--- config.mk ---
export PLATFORM = sky130hd
export DESIGN_NAME = csi_alu
export DESIGN_NICKNAME = d
export VERILOG_FILES = /design/src/hdl/csi_pkg.sv /design/src/hdl/csi_alu.sv
export SDC_FILE = /design/constraint.sdc
export NUM_CORES = 2
export LEC_CHECK = 0
export ABC_AREA = 1
export BUFFER_PORTS_ARGS = -buffer_cell sky130_fd_sc_hd__buf_2
export CAP_MARGIN = 10
export CORE_ASPECT_RATIO = 1.4
export CORE_MARGIN = 1.5
export CORE_UTILIZATION = 45
export CTS_CLUSTER_DIAMETER = 30
export CTS_CLUSTER_SIZE = 25
export DETAILED_ROUTE_END_ITERATION = 7
export GPL_TIMING_DRIVEN = 0
export HOLD_SLACK_MARGIN = 0.1
export SYNTH_ARGS = -nofsm -noshare
export SYNTH_HDL_FRONTEND = slang
export SYNTH_SLANG_ARGS = --single-unit
--- constraint.sdc ---
create_clock -name clk -period 8.56 [get_ports clk]
set_input_delay 2.14 -clock clk [delete_from_list [all_inputs] [get_ports clk]]
set_output_delay 2.14 -clock clk [all_outputs]
set_load 0.005 [all_outputs]
--- src/hdl/csi_pkg.sv ---
// Shared types, constants and the sequencer program for the cubic spline segment interpolator.
package csi_pkg;

    localparam int VAL_W  = 32;
    localparam int SLOT_W = 5;
    localparam int PC_W   = 6;

    typedef struct packed {
        logic              req_type;
        logic signed [31:0] point_x0;
        logic signed [31:0] point_x1;
        logic signed [31:0] point_x2;
        logic signed [31:0] point_x3;
        logic signed [31:0] point_y0;
        logic signed [31:0] point_y1;
        logic signed [31:0] point_y2;
        logic signed [31:0] point_y3;
        logic signed [31:0] eval_offset;
    } csi_req_t;

    typedef struct packed {
        logic signed [31:0] coef_cubic;
        logic signed [31:0] coef_quadratic;
        logic signed [31:0] coef_linear;
        logic signed [31:0] coef_constant;
        logic signed [31:0] interp_value;
        logic [1:0]         status;
    } csi_rsp_t;

    localparam logic [1:0] STAT_OK   = 2'd0;
    localparam logic [1:0] STAT_ZERO = 2'd1;
    localparam logic [1:0] STAT_SAT  = 2'd2;

    localparam logic REQ_LOAD = 1'b0;
    localparam logic REQ_EVAL = 1'b1;

    typedef enum logic [2:0] {
        OP_ADD,
        OP_SUB,
        OP_SUB2,
        OP_TRI,
        OP_MUL,
        OP_DIV
    } csi_op_t;

    typedef struct packed {
        logic               start;
        csi_op_t            op;
        logic signed [31:0] a;
        logic signed [31:0] b;
    } csi_alu_req_t;

    typedef struct packed {
        logic               done;
        logic signed [31:0] result;
        logic               sat;
        logic               zero;
    } csi_alu_rsp_t;

    localparam logic [1:0] CAP_C0  = 2'd0;
    localparam logic [1:0] CAP_C1  = 2'd1;
    localparam logic [1:0] CAP_C2  = 2'd2;
    localparam logic [1:0] CAP_VAL = 2'd3;

    typedef struct packed {
        csi_op_t           op;
        logic [SLOT_W-1:0] dst;
        logic [SLOT_W-1:0] src_a;
        logic [SLOT_W-1:0] src_b;
        logic              cap_en;
        logic [1:0]        cap;
        logic              last;
    } csi_step_t;

    localparam logic [SLOT_W-1:0] S_X0   = 5'd0;
    localparam logic [SLOT_W-1:0] S_X1   = 5'd1;
    localparam logic [SLOT_W-1:0] S_X2   = 5'd2;
    localparam logic [SLOT_W-1:0] S_X3   = 5'd3;
    localparam logic [SLOT_W-1:0] S_Y0   = 5'd4;
    localparam logic [SLOT_W-1:0] S_Y1   = 5'd5;
    localparam logic [SLOT_W-1:0] S_Y2   = 5'd6;
    localparam logic [SLOT_W-1:0] S_Y3   = 5'd7;
    localparam logic [SLOT_W-1:0] S_T    = 5'd8;
    localparam logic [SLOT_W-1:0] S_C0   = 5'd9;
    localparam logic [SLOT_W-1:0] S_C1   = 5'd10;
    localparam logic [SLOT_W-1:0] S_C2   = 5'd11;
    localparam logic [SLOT_W-1:0] S_C3   = 5'd12;
    localparam logic [SLOT_W-1:0] S_H0   = 5'd16;
    localparam logic [SLOT_W-1:0] S_H1   = 5'd17;
    localparam logic [SLOT_W-1:0] S_H2   = 5'd18;
    localparam logic [SLOT_W-1:0] S_TA   = 5'd19;
    localparam logic [SLOT_W-1:0] S_D0   = 5'd20;
    localparam logic [SLOT_W-1:0] S_D1   = 5'd21;
    localparam logic [SLOT_W-1:0] S_D2   = 5'd22;
    localparam logic [SLOT_W-1:0] S_TB   = 5'd23;
    localparam logic [SLOT_W-1:0] S_TC   = 5'd24;
    localparam logic [SLOT_W-1:0] S_YD1  = 5'd25;
    localparam logic [SLOT_W-1:0] S_YD2  = 5'd26;
    localparam logic [SLOT_W-1:0] S_R    = 5'd27;
    localparam logic [SLOT_W-1:0] S_Q    = 5'd28;
    localparam logic [SLOT_W-1:0] S_HQ   = 5'd29;
    localparam logic [SLOT_W-1:0] S_H1SQ = 5'd30;
    localparam logic [SLOT_W-1:0] S_H1CU = 5'd31;

    localparam logic [3:0]      INIT_LAST = 4'd12;
    localparam logic [PC_W-1:0] PC_LOAD   = 6'd0;
    localparam logic [PC_W-1:0] PC_EVAL   = 6'd32;

    function automatic csi_step_t mk(input csi_op_t op, input logic [SLOT_W-1:0] dst,
                                     input logic [SLOT_W-1:0] sa, input logic [SLOT_W-1:0] sb,
                                     input logic cen, input logic [1:0] cap, input logic last);
        csi_step_t s;
        s.op     = op;
        s.dst    = dst;
        s.src_a  = sa;
        s.src_b  = sb;
        s.cap_en = cen;
        s.cap    = cap;
        s.last   = last;
        return s;
    endfunction

    function automatic csi_step_t prog_step(input logic [PC_W-1:0] pc);
        csi_step_t s;
        s = mk(OP_ADD, S_TA, S_TA, S_TA, 1'b0, CAP_C0, 1'b1);
        unique case (pc)
            6'd0:  s = mk(OP_SUB,  S_H0,   S_X1,  S_X0,   1'b0, CAP_C0,  1'b0);
            6'd1:  s = mk(OP_SUB,  S_H1,   S_X2,  S_X1,   1'b0, CAP_C0,  1'b0);
            6'd2:  s = mk(OP_SUB,  S_H2,   S_X3,  S_X2,   1'b0, CAP_C0,  1'b0);
            6'd3:  s = mk(OP_SUB,  S_TA,   S_Y1,  S_Y0,   1'b0, CAP_C0,  1'b0);
            6'd4:  s = mk(OP_DIV,  S_D0,   S_TA,  S_H0,   1'b0, CAP_C0,  1'b0);
            6'd5:  s = mk(OP_SUB,  S_TA,   S_Y2,  S_Y1,   1'b0, CAP_C0,  1'b0);
            6'd6:  s = mk(OP_DIV,  S_D1,   S_TA,  S_H1,   1'b0, CAP_C0,  1'b0);
            6'd7:  s = mk(OP_SUB,  S_TA,   S_Y3,  S_Y2,   1'b0, CAP_C0,  1'b0);
            6'd8:  s = mk(OP_DIV,  S_D2,   S_TA,  S_H2,   1'b0, CAP_C0,  1'b0);
            6'd9:  s = mk(OP_MUL,  S_TA,   S_D1,  S_H0,   1'b0, CAP_C0,  1'b0);
            6'd10: s = mk(OP_MUL,  S_TB,   S_D0,  S_H1,   1'b0, CAP_C0,  1'b0);
            6'd11: s = mk(OP_ADD,  S_TA,   S_TA,  S_TB,   1'b0, CAP_C0,  1'b0);
            6'd12: s = mk(OP_ADD,  S_TB,   S_H0,  S_H1,   1'b0, CAP_C0,  1'b0);
            6'd13: s = mk(OP_DIV,  S_YD1,  S_TA,  S_TB,   1'b1, CAP_C2,  1'b0);
            6'd14: s = mk(OP_MUL,  S_TA,   S_D2,  S_H1,   1'b0, CAP_C0,  1'b0);
            6'd15: s = mk(OP_MUL,  S_TB,   S_D1,  S_H2,   1'b0, CAP_C0,  1'b0);
            6'd16: s = mk(OP_ADD,  S_TA,   S_TA,  S_TB,   1'b0, CAP_C0,  1'b0);
            6'd17: s = mk(OP_ADD,  S_TB,   S_H1,  S_H2,   1'b0, CAP_C0,  1'b0);
            6'd18: s = mk(OP_DIV,  S_YD2,  S_TA,  S_TB,   1'b0, CAP_C0,  1'b0);
            6'd19: s = mk(OP_SUB,  S_TA,   S_Y2,  S_Y1,   1'b0, CAP_C0,  1'b0);
            6'd20: s = mk(OP_MUL,  S_TB,   S_H1,  S_YD1,  1'b0, CAP_C0,  1'b0);
            6'd21: s = mk(OP_SUB,  S_R,    S_TA,  S_TB,   1'b0, CAP_C0,  1'b0);
            6'd22: s = mk(OP_SUB,  S_Q,    S_YD2, S_YD1,  1'b0, CAP_C0,  1'b0);
            6'd23: s = mk(OP_MUL,  S_HQ,   S_H1,  S_Q,    1'b0, CAP_C0,  1'b0);
            6'd24: s = mk(OP_MUL,  S_H1SQ, S_H1,  S_H1,   1'b0, CAP_C0,  1'b0);
            6'd25: s = mk(OP_MUL,  S_H1CU, S_H1SQ, S_H1,  1'b0, CAP_C0,  1'b0);
            6'd26: s = mk(OP_SUB2, S_TA,   S_HQ,  S_R,    1'b0, CAP_C0,  1'b0);
            6'd27: s = mk(OP_DIV,  S_TB,   S_TA,  S_H1CU, 1'b1, CAP_C0,  1'b0);
            6'd28: s = mk(OP_TRI,  S_TA,   S_R,   S_HQ,   1'b0, CAP_C0,  1'b0);
            6'd29: s = mk(OP_DIV,  S_TC,   S_TA,  S_H1SQ, 1'b1, CAP_C1,  1'b1);
            6'd32: s = mk(OP_MUL,  S_TA,   S_C0,  S_T,    1'b0, CAP_C0,  1'b0);
            6'd33: s = mk(OP_ADD,  S_TA,   S_C1,  S_TA,   1'b0, CAP_C0,  1'b0);
            6'd34: s = mk(OP_MUL,  S_TA,   S_T,   S_TA,   1'b0, CAP_C0,  1'b0);
            6'd35: s = mk(OP_ADD,  S_TA,   S_C2,  S_TA,   1'b0, CAP_C0,  1'b0);
            6'd36: s = mk(OP_MUL,  S_TA,   S_T,   S_TA,   1'b0, CAP_C0,  1'b0);
            6'd37: s = mk(OP_ADD,  S_TA,   S_C3,  S_TA,   1'b1, CAP_VAL, 1'b1);
            default: s = mk(OP_ADD, S_TA,  S_TA,  S_TA,   1'b0, CAP_C0,  1'b1);
        endcase
        return s;
    endfunction

endpackage

--- src/hdl/csi_alu.sv ---
// Shared saturating Q16.16 arithmetic unit: add family, multiply and bit-serial divide.
module csi_alu
    import csi_pkg::*;
#(
    parameter int DATA_WIDTH = 32
)(
    input  logic         clk,
    input  logic         rst_n,
    input  csi_alu_req_t alu_req,
    output csi_alu_rsp_t alu_rsp
);

    localparam int EFF   = (DATA_WIDTH < 16) ? 16 : ((DATA_WIDTH > 32) ? 32 : DATA_WIDTH);
    localparam int SAT_W = 50;
    localparam int NUM_W = 48;
    localparam longint HI_L = (longint'(1) << (EFF - 1)) - 1;
    localparam logic signed [SAT_W-1:0] HI = SAT_W'(HI_L);
    localparam logic signed [SAT_W-1:0] LO = -HI - SAT_W'(1);

    typedef enum logic [1:0] {
        A_IDLE,
        A_MUL,
        A_DIV,
        A_DIVF
    } a_state_t;

    a_state_t           state_reg;
    logic               done_reg;
    logic signed [31:0] res_reg;
    logic               sat_reg;
    logic               zero_reg;
    logic signed [63:0] prod_reg;
    logic [NUM_W-1:0]   num_reg;
    logic [NUM_W-1:0]   quo_reg;
    logic [31:0]        rem_reg;
    logic [31:0]        den_reg;
    logic               neg_reg;
    logic [5:0]         cnt_reg;

    logic signed [SAT_W-1:0] ea;
    logic signed [SAT_W-1:0] eb;
    logic signed [SAT_W-1:0] add_val;
    logic signed [SAT_W-1:0] pre;
    logic signed [SAT_W-1:0] sat_val;
    logic                    sat_hit;
    logic                    commit;
    logic [32:0]             trial;
    logic [31:0]             abs_a;
    logic [31:0]             abs_b;
    logic signed [SAT_W-1:0] quo_ext;

    always_comb
    begin
        ea = SAT_W'(alu_req.a);
        eb = SAT_W'(alu_req.b);
        case (alu_req.op)
            OP_ADD:  add_val = ea + eb;
            OP_SUB:  add_val = ea - eb;
            OP_SUB2: add_val = ea - (eb <<< 1);
            OP_TRI:  add_val = (ea <<< 1) + ea - eb;
            default: add_val = ea + eb;
        endcase
        abs_a   = alu_req.a[31] ? 32'(-alu_req.a) : alu_req.a;
        abs_b   = alu_req.b[31] ? 32'(-alu_req.b) : alu_req.b;
        trial   = {rem_reg, num_reg[NUM_W-1]};
        quo_ext = SAT_W'({2'b00, quo_reg});
        pre     = '0;
        commit  = 1'b0;
        unique case (state_reg)
            A_IDLE:
            begin
                if (alu_req.start && alu_req.op != OP_MUL && alu_req.op != OP_DIV)
                begin
                    pre    = add_val;
                    commit = 1'b1;
                end
                else if (alu_req.start && alu_req.op == OP_DIV && alu_req.b == '0)
                begin
                    commit = 1'b1;
                end
            end
            A_MUL:
            begin
                pre    = SAT_W'(prod_reg >>> 16);
                commit = 1'b1;
            end
            A_DIV:
            begin
            end
            A_DIVF:
            begin
                pre    = neg_reg ? -quo_ext : quo_ext;
                commit = 1'b1;
            end
            default:
            begin
            end
        endcase
        sat_hit = (pre > HI) || (pre < LO);
        sat_val = (pre > HI) ? HI : ((pre < LO) ? LO : pre);
    end

    always_ff @(posedge clk or negedge rst_n)
    begin
        if (!rst_n)
        begin
            state_reg <= A_IDLE;
            done_reg  <= 1'b0;
            cnt_reg   <= '0;
        end
        else
        begin
            done_reg <= commit;
            if (commit)
            begin
                res_reg  <= sat_val[31:0];
                sat_reg  <= sat_hit;
                zero_reg <= (state_reg == A_IDLE) && (alu_req.op == OP_DIV);
            end
            unique case (state_reg)
                A_IDLE:
                begin
                    if (alu_req.start && alu_req.op == OP_MUL)
                    begin
                        prod_reg  <= alu_req.a * alu_req.b;
                        state_reg <= A_MUL;
                    end
                    else if (alu_req.start && alu_req.op == OP_DIV && alu_req.b != '0)
                    begin
                        num_reg   <= {abs_a, 16'd0};
                        den_reg   <= abs_b;
                        neg_reg   <= alu_req.a[31] ^ alu_req.b[31];
                        rem_reg   <= '0;
                        quo_reg   <= '0;
                        cnt_reg   <= 6'(NUM_W - 1);
                        state_reg <= A_DIV;
                    end
                end
                A_MUL:
                begin
                    state_reg <= A_IDLE;
                end
                A_DIV:
                begin
                    num_reg <= {num_reg[NUM_W-2:0], 1'b0};
                    if (trial >= {1'b0, den_reg})
                    begin
                        rem_reg <= 32'(trial - {1'b0, den_reg});
                        quo_reg <= {quo_reg[NUM_W-2:0], 1'b1};
                    end
                    else
                    begin
                        rem_reg <= trial[31:0];
                        quo_reg <= {quo_reg[NUM_W-2:0], 1'b0};
                    end
                    cnt_reg <= cnt_reg - 6'd1;
                    if (cnt_reg == '0)
                    begin
                        state_reg <= A_DIVF;
                    end
                end
                A_DIVF:
                begin
                    state_reg <= A_IDLE;
                end
                default:
                begin
                    state_reg <= A_IDLE;
                end
            endcase
        end
    end

    assign alu_rsp.done   = done_reg;
    assign alu_rsp.result = res_reg;
    assign alu_rsp.sat    = sat_reg;
    assign alu_rsp.zero   = zero_reg;

endmodule

==> impl_metrics.xml <==
<?xml version="1.0" encoding="UTF-8"?>
<metrics>
  <group name="status">
    <metric name="status" unit="">finished with violations</metric>
    <metric name="violations" unit="">setup timing</metric>
  </group>
  <group name="grt">
    <metric name="global_route.usage.total" unit="%">43.5</metric>
    <metric name="via_count_of_the_first_global_routing_pass" unit="">58800</metric>
    <metric name="grt-ovfl-total" unit="">0</metric>
    <metric name="initial_antenna_violation_count" unit="">13</metric>
    <metric name="grt_first_pass_wirelength" unit="um">417000</metric>
    <metric name="pin_count_of_the_biggest_net_entering_global_routing" unit="">37</metric>
  </group>
  <group name="layout">
    <metric name="num-nets-final" unit="">9874</metric>
    <metric name="layoutNonFillerInstCount" unit="">10100</metric>
    <metric name="drive_gt1_share" unit="%">14.6</metric>
    <metric name="number_of_fillers_in_the_final_layout" unit="">12900</metric>
    <metric name="syn2layout_area_growth" unit="%">20.6</metric>
  </group>
  <group name="synthesis">
    <metric name="yosys.area.top_type" unit="">sky130_fd_sc_hd__fa_1</metric>
    <metric name="yosys_register_bits" unit="">236</metric>
    <metric name="avgSynthCellArea" unit="um2">7.74</metric>
    <metric name="synth.most_common_cell" unit="">sky130_fd_sc_hd__inv_1</metric>
    <metric name="ys.flop_type" unit="">sky130_fd_sc_hd__edfxtp_1</metric>
    <metric name="synthesis.instances" unit="">7863</metric>
    <metric name="post_synth_num_cell_types" unit="">63</metric>
    <metric name="synth_enable_flop_cells" unit="">227</metric>
    <metric name="synth.cells.most_frequent" unit="">sky130_fd_sc_hd__inv_1 (2038), sky130_fd_sc_hd__nand2_1 (1734), sky130_fd_sc_hd__fa_1 (1117)</metric>
    <metric name="synthesis.nets" unit="">9457</metric>
    <metric name="synth_sequential_area_ratio" unit="%">11.6</metric>
    <metric name="synthArstFlopShare" unit="%">3.81</metric>
    <metric name="netlist_top_cells_area" unit="">sky130_fd_sc_hd__fa_1 (37%), sky130_fd_sc_hd__inv_1 (13%), sky130_fd_sc_hd__edfxtp_1 (11%)</metric>
    <metric name="synth_top_cell_area_share" unit="%">36.7</metric>
    <metric name="synth-warning-count" unit="">0</metric>
    <metric name="synth_cell_area" unit="mm2">0.0609</metric>
  </group>
  <group name="worst_setup_path">
    <metric name="critical-path-top-delay-family" unit="">adder cells</metric>
    <metric name="timing.critical_path.buf_inv" unit="">10</metric>
    <metric name="slowest_delay" unit="ns">0.73</metric>
    <metric name="critPathKind" unit="">in2reg</metric>
    <metric name="start_kind" unit="">input port</metric>
    <metric name="crit_fanout" unit="">6</metric>
    <metric name="worst_ep_arrival_time" unit="ns">9.20</metric>
    <metric name="critPathMostFrequentCell" unit="">sky130_fd_sc_hd__fa_1</metric>
    <metric name="cp.required" unit="ns">8.98</metric>
    <metric name="critPathSlowestCell" unit="">sky130_fd_sc_hd__fa_2</metric>
    <metric name="worst_setup_path_end_kind" unit="">flip-flop</metric>
  </group>
  <group name="drt">
    <metric name="detail_route.first_pass.iterations" unit="">8</metric>
    <metric name="totalWireLength" unit="um">299000</metric>
    <metric name="wl_per_cell" unit="um">29.6</metric>
    <metric name="avgViaCountPerCell" unit="">5.58</metric>
    <metric name="routed-via-count" unit="">56300</metric>
    <metric name="drc_errors" unit="">0</metric>
    <metric name="ant_nets" unit="">0</metric>
    <metric name="initialDrtViolationCount" unit="">5114</metric>
  </group>
  <group name="sta">
    <metric name="achievable-frequency" unit="MHz">114</metric>
    <metric name="layout_worst_path_cycle_share" unit="%">103</metric>
    <metric name="finalWorstPathRequiredPeriod" unit="ns">8.78</metric>
    <metric name="setup_viol" unit="">22</metric>
    <metric name="rsz_0062_raised_after_global_routing" unit="">true</metric>
    <metric name="layout_setup_ws" unit="ns">-0.221</metric>
    <metric name="hold_viol" unit="">0</metric>
    <metric name="final-max-slew-violation-count" unit="">0</metric>
    <metric name="worst_tran_pin_value" unit="ns">1.29</metric>
    <metric name="clock_skew" unit="ns">0.0220</metric>
    <metric name="slew_headroom" unit="%">14.1</metric>
  </group>
  <group name="cts">
    <metric name="cts-root-buf" unit="">sky130_fd_sc_hd__clkbuf_16</metric>
    <metric name="cts_tree" unit="">done</metric>
    <metric name="cts-root-to-sink-buffers" unit="">3</metric>
    <metric name="cts.clk_slew.worst_paths" unit="ns">0.06</metric>
    <metric name="tritoncts.num_buffers" unit="">43</metric>
    <metric name="cts-htree-levels" unit="">2</metric>
    <metric name="clock-sinks" unit="">236</metric>
    <metric name="number_of_hold_buffers_added_after_cts" unit="">0</metric>
    <metric name="insertion_delay" unit="ns">0.60</metric>
  </group>
  <group name="placement">
    <metric name="numPortBuffers" unit="">104</metric>
    <metric name="finalWeightedCongestion" unit="">1.08</metric>
    <metric name="placedCellCount" unit="">9759</metric>
    <metric name="detailed_place_hpwl" unit="um">245000</metric>
  </group>
  <group name="floorplanning">
    <metric name="initial_core_util" unit="%">45.4</metric>
    <metric name="core_area" unit="mm2">0.134</metric>
    <metric name="ios" unit="">105</metric>
    <metric name="die_width" unit="um">314</metric>
    <metric name="rows" unit="">159</metric>
    <metric name="design.die.area" unit="mm2">0.138</metric>
    <metric name="die_height" unit="um">438</metric>
  </group>
  <group name="min_path">
    <metric name="type_of_the_worst_min_delay_path" unit="">reg2reg</metric>
  </group>
  <group name="flow_run">
    <metric name="drv.max_cap_violation_count" unit="">0</metric>
  </group>
</metrics>
metrics by stage:
stage / setup TNS [ns] / util [%] / area [um2] / hold slack (ns) / worst slack, ns
detailed placement: -115.22 / 47.9 / 64300 / 0.518 / -3.08
CTS: -0.601 / 52.8 / 70900 / 0.522 / -0.177
finish: -1.87 / 54.7 / 73400 / 0.530 / -0.221
global placement: -335.88 / 47.7 / 63900 / 0.507 / -3.79
floorplan: -4.89 / - / 61200 / 0.494 / -0.753
global route: -3.49 / 54.7 / 73400 / 0.533 / -0.384
layer usage:
| layer | wire [um] | up-vias | part of all wire [%] | global-route usage (%) |
|---|---|---|---|---|
| li1 | - | 24400 | - | - |
| met1 | 103000 | 28200 | 34 | 48.4 |
| met2 | 135000 | 2717 | 45 | 69.8 |
| met3 | 22500 | 1063 | 7.5 | 6.91 |
| met4 | 38100 | 2 | 13 | 43.9 |
| met5 | 13 | - | 0.0044 | 0 |
cells in the final DEF (no fill, tap or decap), drive strengths merged, types with 5 or more instances in the layout:
master,synthesis,final
o211ai,22,22
a22oi,8,8
o21a,11,11
o21bai,25,25
fa,1117,1117
ha,407,407
a221oi,6,6
clkinv,3,22
a21oi,408,408
o2111ai,10,10
dfrtp,9,9
xnor2,45,45
clkbuf,229,231
nor3,68,68
buf,84,498
o311ai,8,8
edfxtp,227,227
inv,2041,2045
nor4,25,25
nand2,1748,1748
diode,0,6
a21o,22,22
a31oi,43,43
nand4,66,66
nand3b,10,10
nand3,241,241
a21boi,8,8
o21ai,311,311
clkinvlp,0,8
or2,30,30
nor2,486,486
o31ai,5,5
xor2,117,117
kinds of logic (layout without fill, tap and decap cells):
group	after synthesis	after routing	synth area share (%)
adders and majority gates	1524	1524	45.1
and+or+nand+nor	2679	2679	18.0
AOI/OAI and AO/OA	905	905	8.22
other	0	6	0
xor gates and xnor gates	162	162	2.33
buffers and inverters	2357	2809	14.8
DFF	236	236	11.6
path summary, 6_finish.rpt:
check / cells past startpoint / startpoint / slack [ns] / to
worst max-delay path: 27 / alu_req[4] / -0.22 / prod_reg[62]
worst min-delay path: 2 / num_reg[39] / 0.53 / num_reg[40]
worst max register to register: 9 / state_reg[0] / 4.53 / res_reg[8]
worst min register to register: 2 / num_reg[39] / 0.53 / num_reg[40]
max in group asynchronous: 1 / rst_n / 7.00 / cnt_reg[0]
min in group asynchronous: 1 / rst_n / 1.38 / done_reg
worst min-delay path, stage by stage (launching register included):
cell and delay (ns):
sky130_fd_sc_hd__edfxtp_1 0.32, sky130_fd_sc_hd__nand2_1 0.05, sky130_fd_sc_hd__o21ai_0 0.06
area by class of cell:
class | instances | area (um2) | share of cell area [%]
buffer | 303 | 4090 | 5.57
inverter | 2044 | 7710 | 10.5
clock buffer | 45 | 1080 | 1.48
multi-input combinational | 5270 | 47100 | 64.2
tap | 1771 | 2220 | 3.02
clock inverter | 35 | 475 | 0.648
timing repair buffer | 382 | 3630 | 4.94
antenna | 6 | 15.0 | 0.0205
sequential | 236 | 7040 | 9.59
repair_timing:
action,CTS,global route
pin swaps,125,242
buffers inserted,130,130
endpoints found under the setup margin,48,39
gates cloned,0,4
gates resized for setup,1027,452
Power is left out: the tool's default activity adds up to more than one toggle a clock period on the data nets, which glitch-free logic cannot reach.
